File: config.mk
export PLATFORM = sky130hd
export DESIGN_NAME = c2v_fifo
export DESIGN_NICKNAME = d
export VERILOG_FILES = /design/src/hdl/c2v_fifo.sv
export SDC_FILE = /design/constraint.sdc
export NUM_CORES = 1
export LEC_CHECK = 0
export BUFFER_PORTS_ARGS = -buffer_cell sky130_fd_sc_hd__buf_2
export CORE_ASPECT_RATIO = 1.75
export CORE_MARGIN = 2
export CORE_UTILIZATION = 35
export DETAILED_ROUTE_END_ITERATION = 10
export SYNTH_ARGS = -nofsm -noshare
export SYNTH_HDL_FRONTEND = slang
export SYNTH_SLANG_ARGS = --single-unit
File: constraint.sdc
create_clock -name clock -period 2.5 [get_ports clock]
set_input_delay 0.125 -clock clock [delete_from_list [all_inputs] [get_ports clock]]
set_output_delay 0.125 -clock clock [all_outputs]
set_load 0.05 [all_outputs]
File: src/hdl/c2v_fifo.sv
`default_nettype none
module c2v_fifo #(
   parameter int WIDTH = 8,
   parameter int DEPTH = 4
) (
   input  wire logic             clock,
   input  wire logic             reset,
   input  wire logic             push,
   input  wire logic [WIDTH-1:0] wdata,
   output logic                  full,
   input  wire logic             pop,
   output logic      [WIDTH-1:0] rdata,
   output logic                  empty
);

   localparam int PW = (DEPTH > 1) ? $clog2(DEPTH) : 1;
   localparam int CW = $clog2(DEPTH + 1);
   localparam logic [PW-1:0] LAST = PW'(DEPTH - 1);
   localparam logic [CW-1:0] FULL_COUNT = CW'(DEPTH);

   logic [WIDTH-1:0] mem_ff [DEPTH];
   logic [PW-1:0]    wr_ptr_ff, wr_ptr_in;
   logic [PW-1:0]    rd_ptr_ff, rd_ptr_in;
   logic [CW-1:0]    count_ff, count_in;
   logic             do_push, do_pop;

   assign full    = (count_ff == FULL_COUNT);
   assign empty   = (count_ff == '0);
   assign do_push = push && !full;
   assign do_pop  = pop && !empty;
   assign rdata   = mem_ff[rd_ptr_ff];

   always_comb begin
      wr_ptr_in = wr_ptr_ff;
      rd_ptr_in = rd_ptr_ff;
      count_in  = count_ff;
      if (do_push) begin
         wr_ptr_in = (wr_ptr_ff == LAST) ? '0 : wr_ptr_ff + 1'b1;
      end
      if (do_pop) begin
         rd_ptr_in = (rd_ptr_ff == LAST) ? '0 : rd_ptr_ff + 1'b1;
      end
      if (do_push && !do_pop) begin
         count_in = count_ff + 1'b1;
      end else if (do_pop && !do_push) begin
         count_in = count_ff - 1'b1;
      end
   end

   always_ff @(posedge clock) begin
      if (reset) begin
         wr_ptr_ff <= '0;
         rd_ptr_ff <= '0;
         count_ff  <= '0;
      end else begin
         wr_ptr_ff <= wr_ptr_in;
         rd_ptr_ff <= rd_ptr_in;
         count_ff  <= count_in;
      end
   end

   always_ff @(posedge clock) begin
      if (do_push) begin
         mem_ff[wr_ptr_ff] <= wdata;
      end
   end

endmodule
`default_nettype wire

* After elaboration in Yosys (flattened, before gate mapping)
Memory sizes are Yosys's and may differ from the RTL's. A register that Yosys moved wholly into a read port is not among the register bits.
Cells that the tools add are included.
** Word-level totals
- Register bits after elaboration :: 7
- Memories kept :: 1
- RAM bits :: 32
** Cells by class
- Equality and inequality tests :: 3
- Reduce and logical (&&, ||, !) cells :: 10
- Muxes and demuxes :: 8
- $add $sub $neg :: 4
** Memories
- mem_ff :: words 4, bits a word 8, read ports 1, clocked after Yosys merged registers in 1, wr ports 1, line 21 : logic [WIDTH-1:0] mem_ff [DEPTH];
** Operators with widths (number)
- $mux 2 :: 4
- $mux 3 :: 2
- $add 2x1->2 const B :: 2
- $eq 2x2->1 const B :: 2
- $logic_and 1x1->1 :: 4
- $logic_not 1->1 :: 4
- $add 3x1->3 const B :: 1
- $eq 3x3->1 const B :: 1
- $logic_not 3->1 :: 1
- $sub 3x1->3 const B :: 1
- $mux 1 :: 2
- $reduce_bool 2->1 :: 1

* Longest topological paths before layout
- Word-level depth :: 7
- Mapped depth :: 10
- Depth with buffers taken out :: 9

* Worst setup path after synthesis
Ideal clock, no wire load.
- Kind :: reg2reg
- From :: register count_ff[0]
- To :: register count_ff[2]
- Period minus slack after synthesis :: 2.258 ns
- Data arrival time :: 2.188 ns
- Buffers on the path :: 1
- Library setup time :: 0.070 ns
- Slack :: 0.242 ns
- Stages on the path, launching flop included :: 11
- Cell sequence :: dfxtp_1 > or3b_1 > buf_6 > clkinv_4 > nor2_2 > ha_1 > inv_1 > fa_1 > xor2_1 > or3_2 > a21oi_1
** On the way
- Cells in the longest elaborated chain, start to end :: 6
- Elaborated cells on any way between the ends :: 15
** Ends and longest elaborated chain
- from (decl) :: line 24 : logic [CW-1:0] count_ff, count_in;
- from (signal assigned) :: line 58 : count_ff <= count_in;
- $eq 3x3->1 * :: line 27 : assign full = (count_ff == FULL_COUNT);
- net full :: line 10 : output logic full,
- $logic_not 1->1 * :: line 29 : assign do_push = push && !full;
- $logic_and 1x1->1 * :: line 29
- net do_push :: line 25 : logic do_push, do_pop;
- $logic_not 1->1 :: line 45 : end else if (do_pop && !do_push) begin
- $logic_and 1x1->1 :: line 45
- $reduce_bool 2->1 (no line)
The timed path passes the listed nets; every way through them passes the cells marked *. The select of a mux whose other input is x is not followed.
A chain may end at the register's enable or synchronous reset.

* Final worst setup path
- From :: register count_ff[0]
- To :: register count_ff[2]
** On the way
- Cells in the longest elaborated chain, start to end :: 6
- Elaborated cells on any way between the ends :: 15
** Ends and longest elaborated chain (line)
- $eq 3x3->1 * :: 27
- $logic_not 1->1 * :: 29
- $logic_and 1x1->1 * :: 29
- net do_push :: 25
- $logic_not 1->1 :: 45
- $logic_and 1x1->1 :: 45
- $reduce_bool 2->1 (no line)
Marked as above.

==> reports/metrics.cfg <==
[outcome]
status = finished, final reports clean

[setup_path]
critPathCaptureType = register
cp_max_fo = 7
startpoint_type = register
critPathRequiredTime_ns = 2.71
worstSetupPathType = reg2reg
crit_chain = or3b_4 > clkinv_4 > nor2_2 > ha_1 > inv_1 > fa_1 > xor2_1 > or3_2 > a21oi_1
critPathArrivalTime_ns = 2.58
critPathMaxStageDelay_ns = 0.46
crit_family = simple AND/OR/NAND/NOR gates
crit_buf_inv = 2
slowest_stage = dfxtp_1

[cts]
cts_tree = yes
clk_pin_slew_worst_paths_ns = 0.08
cts-root-buf = clkbuf_8
htreeDepth = 2
cts_buffers = 5
cts.hold.buffers_added = 0
cts_num_sinks = 41
clock_latency_ns = 0.29
cts_setup_buffers = 0
clockBufferDepth = 2

[synth]
yosysTopAreaCellShare_pct = 58.4
ys_top_cells_by_area = edfxtp_1 (58%), dfxtp_1 (11%), mux4_2 (11%)
synthCells = 92
synth-compound-area-share_pct = 3.04
ys_types = 26
yosysWarnings = 0
synth_fa_ha_area_share_pct = 5.78
syn_nets = 111
synth-seq-area-share_pct = 69.4
synth_top_family_by_area = multiplexers
ys_ff_latch = 41
synth-xor-area-share_pct = 1.06
yosysTopAreaCell = edfxtp_1
syn_avg_cell_area_um2 = 17.9
syn_area_um2 = 1650
synth.area.mux_share_pct = 12.2
synth-simple-area-share_pct = 5.70

[die]
io_pins = 22
die_w_um = 55.8
core-area_um2 = 4620
initial_core_util_pct = 35.6
dieHeight_um = 94.7
rows = 33
die_area_um2 = 5290

[timing]
finalHoldViolations = 0
fin_crit_ns = 2.36
maxSlewViolCount = 0
setup-tns-final_ns = 0
fmax_ghz = 0.423
worst_pin_slew_ns = 0.562
finalSetupViolations = 0
timing.final.crit_share_pct = 94.6
clock_skew_ns = 0.00906
relSlewSlack_pct = 62.5
grt_setup_unrepaired = no

[routing]
dr.first_iter.drc_count = 7
drc = 0
vias = 844
firstDrtPassIters = 4
wire_per_inst_um = 16.2
antenna_left = 0
totalWireLength_mm = 2.76
vias_per_cell = 4.96

[placement]
dpl.hpwl_mm = 2.05
port_buffers = 21
routabilityCongestion = 0.711

[power_and_ir_drop]
pwr-share-comb_pct = 31.0
p_per_area_nw_per_um2 = 1100
switching_power_uw = 729
clock_power_share_pct = 25.7
seqPwrFrac_pct = 43.3
p_leak_uw = 0.000710
p_int_uw = 1390
p_sw_share_pct = 34.4
max-vdd-ir-drop_mv = 0.667

[final_layout]
final_util_pct = 41.6
final_common_cell = edfxtp_1
drive_above_1_share_pct = 40.7
final_cell_mix = edfxtp_1 (32), buf_2 (21), dfxtp_1 (9), mux4_2 (8)
area_growth_pct = 16.8
antennaDiodeCount = 0
nNetsFinal = 136

[global_route]
antenna_found_initial = 0
first_global_vias = 913
overflow = 0
grt_max_degree = 14
grtUsageTotal_pct = 11.2
grt_pass1_wl_mm = 4.50

[flow_run]
maxCapViolations = 0

[worst_hold_path]
hold_path_class = in2reg

==> power by group through the flow <==
stage	Combinational, uW	Sequential, uW	Clock [uW]
final	657	917	545
after global routing	697	930	588
after CTS	662	920	563
after detailed placement	661	935	0
after global placement	628	924	0
after floorplan	559	883	0
==> cells in the mapped netlist, drive strengths merged <==
master  number
ha           6
nor3         2
clkbuf       1
o21ai        2
edfxtp      32
nand3        2
or3b         1
xor2         2
mux2i        2
nor2         4
clkinv       1
a21oi        3
dfxtp        9
or3          2
buf          3
mux4         8
inv          4
o31ai        2
and3         4
fa           1
nand2        1
==> cell families (layout without fill, tap and decap cells) <==
kind of cell    after synthesis  count (layout)
buf+inv                       9              35
xor+xnor                      2               2
fa+ha+maj                     7               7
compound gates                7               7
flops                        41              41
mux                          10              10
simple gates                 16              16
==> registers in the layout (all words and copies together) (netlist names), named ones only <==
register and flops:
wr_ptr_ff 2, mem_ff 32, rd_ptr_ff 2, count_ff 3
==> metrics by stage <==
| stage | power, uW | hold slack [ns] | instances | cell area [um2] | setup slack, ns |
|---|---|---|---|---|---|
| 3_5_place_dp | 1600 | 0.351 | 162 | 1800 | 0.0628 |
| 4_1_cts | 2150 | 0.0476 | 170 | 1920 | 0.0393 |
| 5_1_grt | 2220 | 0.0502 | 170 | 1920 | 0.0349 |
| 2_1_floorplan | 1440 | 0.224 | 92 | 1650 | 0.242 |
| 6_report | 2120 | 0.0540 | 170 | 1920 | 0.136 |
| 3_3_place_gp | 1550 | 0.336 | 162 | 1800 | 0.255 |
==> repair_timing <==
action,4_1_cts,5_1_grt
endpoints found under the setup margin,0,1
gates resized for setup,0,1
hold endpoints to repair,0,0
==> cell type report <==
| cell class | count | area [um2] |
|---|---|---|
| Sequential cell | 41 | 1140 |
| Timing Repair Buffer | 22 | 113 |
| Multi-Input combinational cell | 42 | 459 |
| Clock buffer | 6 | 82.6 |
| Tap cell | 52 | 65.1 |
| Inverter | 5 | 23.8 |
| Fill cell | 416 | 2700 |
| Clock inverter | 2 | 37.5 |
==> final timing paths <==
kind                      from  slack [ns]           end  cells after the start
setup reg to reg   count_ff[0]        0.14   count_ff[2]                      9
hold / removal        wdata[5]        0.05  mem_ff[2][5]                      1
setup / recovery   count_ff[0]        0.14   count_ff[2]                      9
hold reg to reg   rd_ptr_ff[0]        0.52  rd_ptr_ff[0]                      2
==> routing by layer <==
| layer | share of wire (%) | up-vias | GRT usage [%] |
|---|---|---|---|
| li1 | - | 400 | - |
| met1 | 39 | 418 | 11.9 |
| met2 | 55 | 19 | 20.4 |
| met3 | 3.7 | 7 | 3.01 |
| met4 | 2.2 | 0 | 5.36 |
| met5 | 0 | - | 0 |
No activity file was read; power rests on OpenSTA's default activity.
