$ cat config.mk
export PLATFORM = sky130hd
export DESIGN_NAME = c2v_front
export DESIGN_NICKNAME = d
export VERILOG_FILES = /design/src/hdl/c2v_pkg.sv /design/src/hdl/c2v_front.sv
export SDC_FILE = /design/constraint.sdc
export NUM_CORES = 1
export LEC_CHECK = 0
export BUFFER_PORTS_ARGS = -buffer_cell sky130_fd_sc_hd__clkbuf_2
export CELL_PAD_IN_SITES_DETAIL_PLACEMENT = 1
export CELL_PAD_IN_SITES_GLOBAL_PLACEMENT = 1
export CORE_ASPECT_RATIO = 0.8
export CORE_MARGIN = 3
export CORE_UTILIZATION = 45
export DETAILED_ROUTE_END_ITERATION = 8
export PLACE_DENSITY = 0.91
export SLEW_MARGIN = 20
export SYNTH_ARGS = -nofsm -noshare
export SYNTH_HDL_FRONTEND = slang
export SYNTH_SLANG_ARGS = --single-unit
export TNS_END_PERCENT = 100
$ cat constraint.sdc
create_clock -name clock -period 12.45 [get_ports clock]
set_input_delay 0.6225 -clock clock [delete_from_list [all_inputs] [get_ports clock]]
set_output_delay 0.6225 -clock clock [all_outputs]
set_load 0.01 [all_outputs]
$ cat src/hdl/c2v_pkg.sv
`default_nettype none
package c2v_pkg;

   localparam int DEF_CHANNELS   = 8;
   localparam int DEF_VOL_DEPTH  = 16;
   localparam int DEF_VOL_HEIGHT = 16;
   localparam int DEF_VOL_WIDTH  = 16;
   localparam int DEF_DIL_DEPTH  = 1;

   localparam int CMD_QUEUE_DEPTH = 4;
   localparam int RSP_QUEUE_DEPTH = 4;

   localparam int CSR_INDEX_W = 3;
   localparam int CSR_DATA_W  = 4;
   localparam int SAMPLE_W    = 16;
   localparam int VOXEL_W     = 32;
   localparam int OP_W        = 2;
   localparam int COORD_W     = 12;

   localparam logic [1:0] REQ_ACCUM      = 2'd0;
   localparam logic [1:0] REQ_READ       = 2'd1;
   localparam logic [1:0] REQ_READ_CLEAR = 2'd2;

   localparam logic [OP_W-1:0] OP_ACCUM      = 2'd0;
   localparam logic [OP_W-1:0] OP_READ       = 2'd1;
   localparam logic [OP_W-1:0] OP_READ_CLEAR = 2'd2;
   localparam logic [OP_W-1:0] OP_READ_ZERO  = 2'd3;

   localparam logic [CSR_INDEX_W-1:0] CSR_STRIDE_DEPTH    = 3'd0;
   localparam logic [CSR_INDEX_W-1:0] CSR_STRIDE_HEIGHT   = 3'd1;
   localparam logic [CSR_INDEX_W-1:0] CSR_STRIDE_WIDTH    = 3'd2;
   localparam logic [CSR_INDEX_W-1:0] CSR_PAD_DEPTH       = 3'd3;
   localparam logic [CSR_INDEX_W-1:0] CSR_PAD_HEIGHT      = 3'd4;
   localparam logic [CSR_INDEX_W-1:0] CSR_PAD_WIDTH       = 3'd5;
   localparam logic [CSR_INDEX_W-1:0] CSR_DILATION_HEIGHT = 3'd6;
   localparam logic [CSR_INDEX_W-1:0] CSR_DILATION_WIDTH  = 3'd7;

   typedef struct packed {
      logic [CSR_DATA_W-1:0] stride_depth;
      logic [CSR_DATA_W-1:0] stride_height;
      logic [CSR_DATA_W-1:0] stride_width;
      logic [CSR_DATA_W-1:0] pad_depth;
      logic [CSR_DATA_W-1:0] pad_height;
      logic [CSR_DATA_W-1:0] pad_width;
      logic [CSR_DATA_W-1:0] dilation_height;
      logic [CSR_DATA_W-1:0] dilation_width;
   } csr_type;

   localparam csr_type CSR_RESET = '{
      stride_depth:    4'd1,
      stride_height:   4'd1,
      stride_width:    4'd1,
      pad_depth:       4'd0,
      pad_height:      4'd0,
      pad_width:       4'd0,
      dilation_height: 4'd1,
      dilation_width:  4'd1
   };

   function automatic int field_bits(input int n);
      return (n > 1) ? $clog2(n) : 1;
   endfunction

   function automatic logic signed [COORD_W-1:0] axis_coord(
      input logic [5:0] pos,
      input logic [3:0] stride,
      input logic [2:0] off,
      input logic [3:0] dil,
      input logic [3:0] pad
   );
      logic [9:0] prod_pos;
      logic [6:0] prod_off;
      prod_pos = 10'(pos) * 10'(stride);
      prod_off = 7'(off) * 7'(dil);
      return $signed({2'b00, prod_pos}) + $signed({5'b00000, prod_off})
             - $signed({8'h00, pad});
   endfunction

endpackage
`default_nettype wire

$ cat src/hdl/c2v_front.sv
`default_nettype none
module c2v_front import c2v_pkg::*; #(
   parameter int CHANNELS   = DEF_CHANNELS,
   parameter int VOL_DEPTH  = DEF_VOL_DEPTH,
   parameter int VOL_HEIGHT = DEF_VOL_HEIGHT,
   parameter int VOL_WIDTH  = DEF_VOL_WIDTH,
   parameter int DIL_DEPTH  = DEF_DIL_DEPTH,
   parameter int ADDR_W     = 15
) (
   input  wire logic                   clock,
   input  wire logic                   reset,
   input  wire logic                   csr_we,
   input  wire logic [CSR_INDEX_W-1:0] csr_index,
   input  wire logic [CSR_DATA_W-1:0]  csr_wdata,
   input  wire logic                   req_push,
   input  wire logic                   stall,
   input  wire logic [1:0]             req_type,
   input  wire logic [2:0]             req_channel,
   input  wire logic [2:0]             req_kern_dep,
   input  wire logic [2:0]             req_kern_row,
   input  wire logic [2:0]             req_kern_col,
   input  wire logic [5:0]             req_out_dep,
   input  wire logic [5:0]             req_out_row,
   input  wire logic [5:0]             req_out_col,
   input  wire logic [SAMPLE_W-1:0]    req_sample,
   input  wire logic [3:0]             req_vox_dep,
   input  wire logic [3:0]             req_vox_row,
   input  wire logic [3:0]             req_vox_col,
   output logic                        cmd_push,
   output logic      [OP_W-1:0]        cmd_op,
   output logic      [ADDR_W-1:0]      cmd_addr,
   output logic      [SAMPLE_W-1:0]    cmd_sample
);

   localparam int CH_AW = field_bits(CHANNELS);
   localparam int D_AW  = field_bits(VOL_DEPTH);
   localparam int H_AW  = field_bits(VOL_HEIGHT);
   localparam int W_AW  = field_bits(VOL_WIDTH);

   localparam logic [6:0]         CH_LIM = 7'(CHANNELS);
   localparam logic [COORD_W-1:0] D_LIM  = COORD_W'(VOL_DEPTH);
   localparam logic [COORD_W-1:0] H_LIM  = COORD_W'(VOL_HEIGHT);
   localparam logic [COORD_W-1:0] W_LIM  = COORD_W'(VOL_WIDTH);
   localparam logic [3:0]         DIL_D  = 4'(DIL_DEPTH);

   csr_type csr_ff;

   logic signed [COORD_W-1:0] coord_d, coord_r, coord_w;
   logic                      ch_ok, d_ok, r_ok, w_ok, vox_ok, keep;
   logic [ADDR_W-1:0]         acc_addr, rd_addr;

   always_ff @(posedge clock) begin
      if (reset) begin
         csr_ff <= CSR_RESET;
      end else if (csr_we) begin
         case (csr_index)
            CSR_STRIDE_DEPTH:    csr_ff.stride_depth    <= csr_wdata;
            CSR_STRIDE_HEIGHT:   csr_ff.stride_height   <= csr_wdata;
            CSR_STRIDE_WIDTH:    csr_ff.stride_width    <= csr_wdata;
            CSR_PAD_DEPTH:       csr_ff.pad_depth       <= csr_wdata;
            CSR_PAD_HEIGHT:      csr_ff.pad_height      <= csr_wdata;
            CSR_PAD_WIDTH:       csr_ff.pad_width       <= csr_wdata;
            CSR_DILATION_HEIGHT: csr_ff.dilation_height <= csr_wdata;
            CSR_DILATION_WIDTH:  csr_ff.dilation_width  <= csr_wdata;
            default: begin
            end
         endcase
      end
   end

   assign coord_d = axis_coord(req_out_dep, csr_ff.stride_depth, req_kern_dep, DIL_D,
                               csr_ff.pad_depth);
   assign coord_r = axis_coord(req_out_row, csr_ff.stride_height, req_kern_row,
                               csr_ff.dilation_height, csr_ff.pad_height);
   assign coord_w = axis_coord(req_out_col, csr_ff.stride_width, req_kern_col,
                               csr_ff.dilation_width, csr_ff.pad_width);

   assign ch_ok = ({4'h0, req_channel} < CH_LIM);
   assign d_ok  = !coord_d[COORD_W-1] && ($unsigned(coord_d) < D_LIM);
   assign r_ok  = !coord_r[COORD_W-1] && ($unsigned(coord_r) < H_LIM);
   assign w_ok  = !coord_w[COORD_W-1] && ($unsigned(coord_w) < W_LIM);

   assign vox_ok = ch_ok
                   && ({8'h00, req_vox_dep} < D_LIM)
                   && ({8'h00, req_vox_row} < H_LIM)
                   && ({8'h00, req_vox_col} < W_LIM);

   assign acc_addr = {CH_AW'(req_channel), D_AW'(coord_d[COORD_W-2:0]),
                      H_AW'(coord_r[COORD_W-2:0]), W_AW'(coord_w[COORD_W-2:0])};
   assign rd_addr  = {CH_AW'(req_channel), D_AW'(req_vox_dep),
                      H_AW'(req_vox_row), W_AW'(req_vox_col)};

   always_comb begin
      keep     = 1'b0;
      cmd_op   = OP_ACCUM;
      cmd_addr = acc_addr;
      case (req_type)
         REQ_ACCUM: begin
            keep = ch_ok && d_ok && r_ok && w_ok;
         end
         REQ_READ: begin
            keep     = 1'b1;
            cmd_op   = vox_ok ? OP_READ : OP_READ_ZERO;
            cmd_addr = rd_addr;
         end
         REQ_READ_CLEAR: begin
            keep     = 1'b1;
            cmd_op   = vox_ok ? OP_READ_CLEAR : OP_READ_ZERO;
            cmd_addr = rd_addr;
         end
         default: begin
            keep = 1'b0;
         end
      endcase
   end

   assign cmd_push   = req_push && !stall && keep;
   assign cmd_sample = req_sample;

endmodule
`default_nettype wire

# == After elaboration in Yosys (flattened, before gate mapping) ==
# Cells that the tools add are included.
# totals
reg_bits,32
in_bits,72
out_inout_bits,34
elab_cells,56
# op_classes
addsub,6
mul,5
order_cmp,3
n_eq_ne,9
muxes,3
reduce_logical,22
# op_table
operator,n
$lt A12 B5 Y1 const B,3
$sub A11 B4 Y12,3
$mul A6 B4 Y10,3
$add A10 B7 Y11,2
$reduce_and A2 Y1,8
$mul A3 B4 Y7,2
$eq A3 B3 Y1 const B,4
$mux W12,1
$add A10 B3 Y11,1
$logic_and A1 B1 Y1,7
$eq A3 B2 Y1 const B,2
$logic_not A1 Y1,4
$pmux W2 S2,1
$eq A3 B1 Y1 const B,1
$logic_not A3 Y1,1
$eq A2 B1 Y1 const B,1
$eq A2 B2 Y1 const B,1
$logic_not A2 Y1,1
$pmux W1 S2,1
$reduce_or A2 Y1,1

# == Logic depth before layout (Yosys ltp) ==
# logic_depth
depth_word,9
depth_mapped,19
depth_no_buf,19

# == Worst setup path before layout ==
# No wires, ideal clock.
# synth_path
kind,input to output
startpoint,input port req_kern_row[1]
endpoint,output port cmd_push
t_arrival_ns,4.783
t_required_ns,11.827
setup_slack_ns,7.045
path_stages,18
path_buffers,0
path_cell_list,nand2_1 fa_1 inv_1 fa_1 inv_1 fa_1 fa_1 inv_1 ha_1 fa_1 a21oi_2 o21ai_1 a2111oi_0 nor3_1 xor2_1 nor3_1 nand4b_1 o2bb2ai_2
# synth_via
elab_chain_cells,9
word_cells_on_any_way,10
classes_between,add/sub (2); mul (1); order compare (1); mux (1); reduce/logical (5)
# synth_lines
element,line,text
from (decl),c2v_front.sv:20,"input wire logic [2:0] req_kern_row,"
$mul A3 B4 Y7 *,c2v_pkg.sv:74,prod_off = 7'(off) * 7'(dil);
$add A10 B7 Y11 *,c2v_pkg.sv:75,"return $signed({2'b00, prod_pos}) + $signed({5'b00000, prod_off})"
$sub A11 B4 Y12 *,c2v_pkg.sv:76,"- $signed({8'h00, pad});"
$lt A12 B5 Y1 or $logic_not A1 Y1 (tied branches),c2v_front.sv:80,assign r_ok = !coord_r[COORD_W-1] && ($unsigned(coord_r) < H_LIM);
$logic_and A1 B1 Y1 *,c2v_front.sv:80,
$logic_and A1 B1 Y1 * (2 in series),c2v_front.sv:99,keep = ch_ok && d_ok && r_ok && w_ok;
$pmux W1 S2 *,c2v_front.sv:97,case (req_type)
$logic_and A1 B1 Y1 *,c2v_front.sv:117,assign cmd_push = req_push && !stall && keep;
to (decl),c2v_front.sv:29,"output logic cmd_push,"
# Every way passes the cells marked *; elsewhere a longest branch is shown, timed or not.

# == Worst setup path after layout ==
# Ends and elaborated chain as after synthesis.

==> metrics <==
outcome=completed; DP HPWL=12700 um; number of hold buffers added after cts=0; row cnt=36; Worst VDD drop=0.0000689 V; Antenna Nets Post-Route=0; remaining global-route overflow=0; via count=4511; critical path fanouts, max=4; CP arrival=5.40 ns; Setup crit start kind=input pin; pwr dens=91.9 mW/mm2; Hold Crit Class=reg2reg; Mapped Avg Cell Area=8.76 um2; gr usage total=21.2%; DRT Wirelength=14600 um; final setup violation count=0; Slew headroom=45.5%; area grow syn2layout=8.92%; Initial DRC Count=130; antenna violations before repair=1; Pleak=0.00309 uW; YS warnings=0; die area=0.0141 mm2; GP Congestion=0.867; IO Pins=106; Post-route DRC=0; First-pass DRT Iterations=4; minimum clock period=6.02 ns; pin count of the biggest net entering global routing=33; TritonCTS clock tree=done; required time of the critical path=11.83 ns; Slew @ Worst Pin=0.811 ns; post-place instance area=0.00608 mm2; Die Ht=107 um; clock sink count=32; clock slew at reported path FFs=0.05 ns; mean routed wirelength per cell=16.9 um; core area=0.0123 mm2; ANT cells=0; Worst Setup Path Type=in2out; flops & latches, synth=32; Final Cell Area=0.00623 mm2; Post-CTS Resized=0; flip-flop count of the largest register after layout=32; clk_lat worst skew=0.27 ns; Post-CTS Setup Inserts=0; RSZ-0062 raised after global routing=no; Post-synth EDFFs=0; endpoints failing hold=0; Syn Nets=872; Async SR Flop Fraction=0%; Synth Flop Type=dfxtp_1; final setup TNS=0 ns; largest reg by FF count=csr_ff; Die W=132 um; DR vias/cell=5.20; starting density of the core=46.5%; Netlist cell types=55; Clock Tree Buf Depth=2; first-pass GRT wire length=24500 um; Nets=916; sequential cell area=641 um2; max-slew violations=0; Setup Skew=0 ns; Syn Inst Count=653; commonest non-fill, non-tap cell in the layout=inv_1; most frequent cells in the layout=inv_1 (133), ha_1 (80), fa_1 (67), clkbuf_2 (67), and2_1 (63); Largest regs=csr_ff (32); TritonCTS Buffers=5; f_max=166 MHz; Max-cap violations=0; H-tree levels=2; area of the multi-input gates=0.00439 mm2; Filler cells=1473; Post-Syn Area=0.00572 mm2; crit end category=output pin; sequential share of the synthesized area=11.2%; Final period util=48.3%; Clock Tree Root=clkbuf_16; vias in the first global route=5077; IO Port Bufs=67; layout cells sized above 1=14.3%
==> kinds of logic (layout without fill, tap and decap cells) <==
logic type      after synthesis  after routing  share of synthesized area (%)
flops                        32             32                           11.2
buf+inv                     163            207                           12.1
fa+ha+maj                   147            147                           40.9
compound gates               65             65                           8.77
xor+xnor                     11             11                           1.68
simple gates                198            198                           18.7
mux                          37             37                           6.69
==> stage by stage <==
| step | power (uW) | hold slack, ns | utilization, % | cells | setup slack, ns |
|---|---|---|---|---|---|
| after floorplan | 356 | 0.460 | - | 653 | 7.04 |
| after global placement | 425 | 0.475 | 49.5 | 861 | 6.62 |
| after detailed placement | 448 | 0.506 | 49.5 | 861 | 6.43 |
| after CTS | 576 | 0.518 | 50.7 | 868 | 6.45 |
| after global routing | 626 | 0.563 | 50.7 | 868 | 6.12 |
| final | 573 | 0.522 | 50.7 | 868 | 6.43 |
==> final cells by class <==
cell class                      count  share of cell area, %
Multi-Input combinational cell    458                   70.5
Clock buffer                        7                   2.45
Sequential cell                    32                   10.3
Tap cell                          171                   3.43
Timing Repair Buffer               67                   5.38
Inverter                          133                   8.01
==> metal layers <==
layer	GRT usage (%)	share of wire (%)
met5	0	0.048
met3	3.24	3.6
met2	41.3	53
met1	25.3	43
met4	2.85	0.71
==> path summary, 6_finish.rpt <==
| path | start | to | slack (ns) | cells past startpoint |
|---|---|---|---|---|
| max | req_kern_row[1] | cmd_push | 6.43 | 20 |
| min | csr_ff[0] | csr_ff[0] | 0.52 | 1 |
| max reg2reg | csr_ff[20] | csr_ff[20] | 11.49 | 2 |
| min reg2reg | csr_ff[0] | csr_ff[0] | 0.52 | 1 |
==> worst max-delay path: stages <==
cell       delay (ns)
clkbuf_2         0.12
nand2_1          0.08
fa_1             0.51
inv_1            0.05
fa_1             0.48
inv_1            0.06
fa_1             0.51
fa_1             0.54
inv_1            0.04
ha_1             0.21
fa_1             0.42
a21oi_2          0.21
o21ai_1          0.10
a2111oi_0        0.51
nor3_1           0.15
xor2_1           0.18
nor3_1           0.20
nand4b_1         0.13
o2bb2ai_2        0.13
clkbuf_2         0.14
==> power by group <==
part           total (uW)  internal (uW)  switching [uW]
registers             108            105            3.35
logic                 339            144             195
clock network         126           83.8            42.1
total                 573            333             240
==> cells in the mapped netlist (all sizes together) (3+ instances only) <==
| master | count | area (um2) |
|---|---|---|
| fa | 67 | 1340 |
| a211oi | 3 | 22.5 |
| a21o | 4 | 30.0 |
| mux2 | 10 | 113 |
| buf | 20 | 154 |
| mux2i | 27 | 270 |
| nor3 | 8 | 40.0 |
| o21bai | 4 | 30.0 |
| dfxtp | 32 | 641 |
| inv | 133 | 499 |
| nand4b | 4 | 35.0 |
| nor2b | 9 | 56.3 |
| nor3b | 7 | 62.6 |
| nor2 | 44 | 165 |
| ha | 80 | 1000 |
| a21oi | 20 | 119 |
| clkbuf | 10 | 37.5 |
| xor2 | 7 | 61.3 |
| o21ai | 9 | 45.0 |
| nor4 | 4 | 31.3 |
| nand2b | 7 | 43.8 |
| and2 | 64 | 403 |
| nand2 | 41 | 154 |
| xnor2 | 4 | 35.0 |
| o2111ai | 5 | 61.3 |
| a211o | 5 | 43.8 |
(Power assumes the default switching activity.)
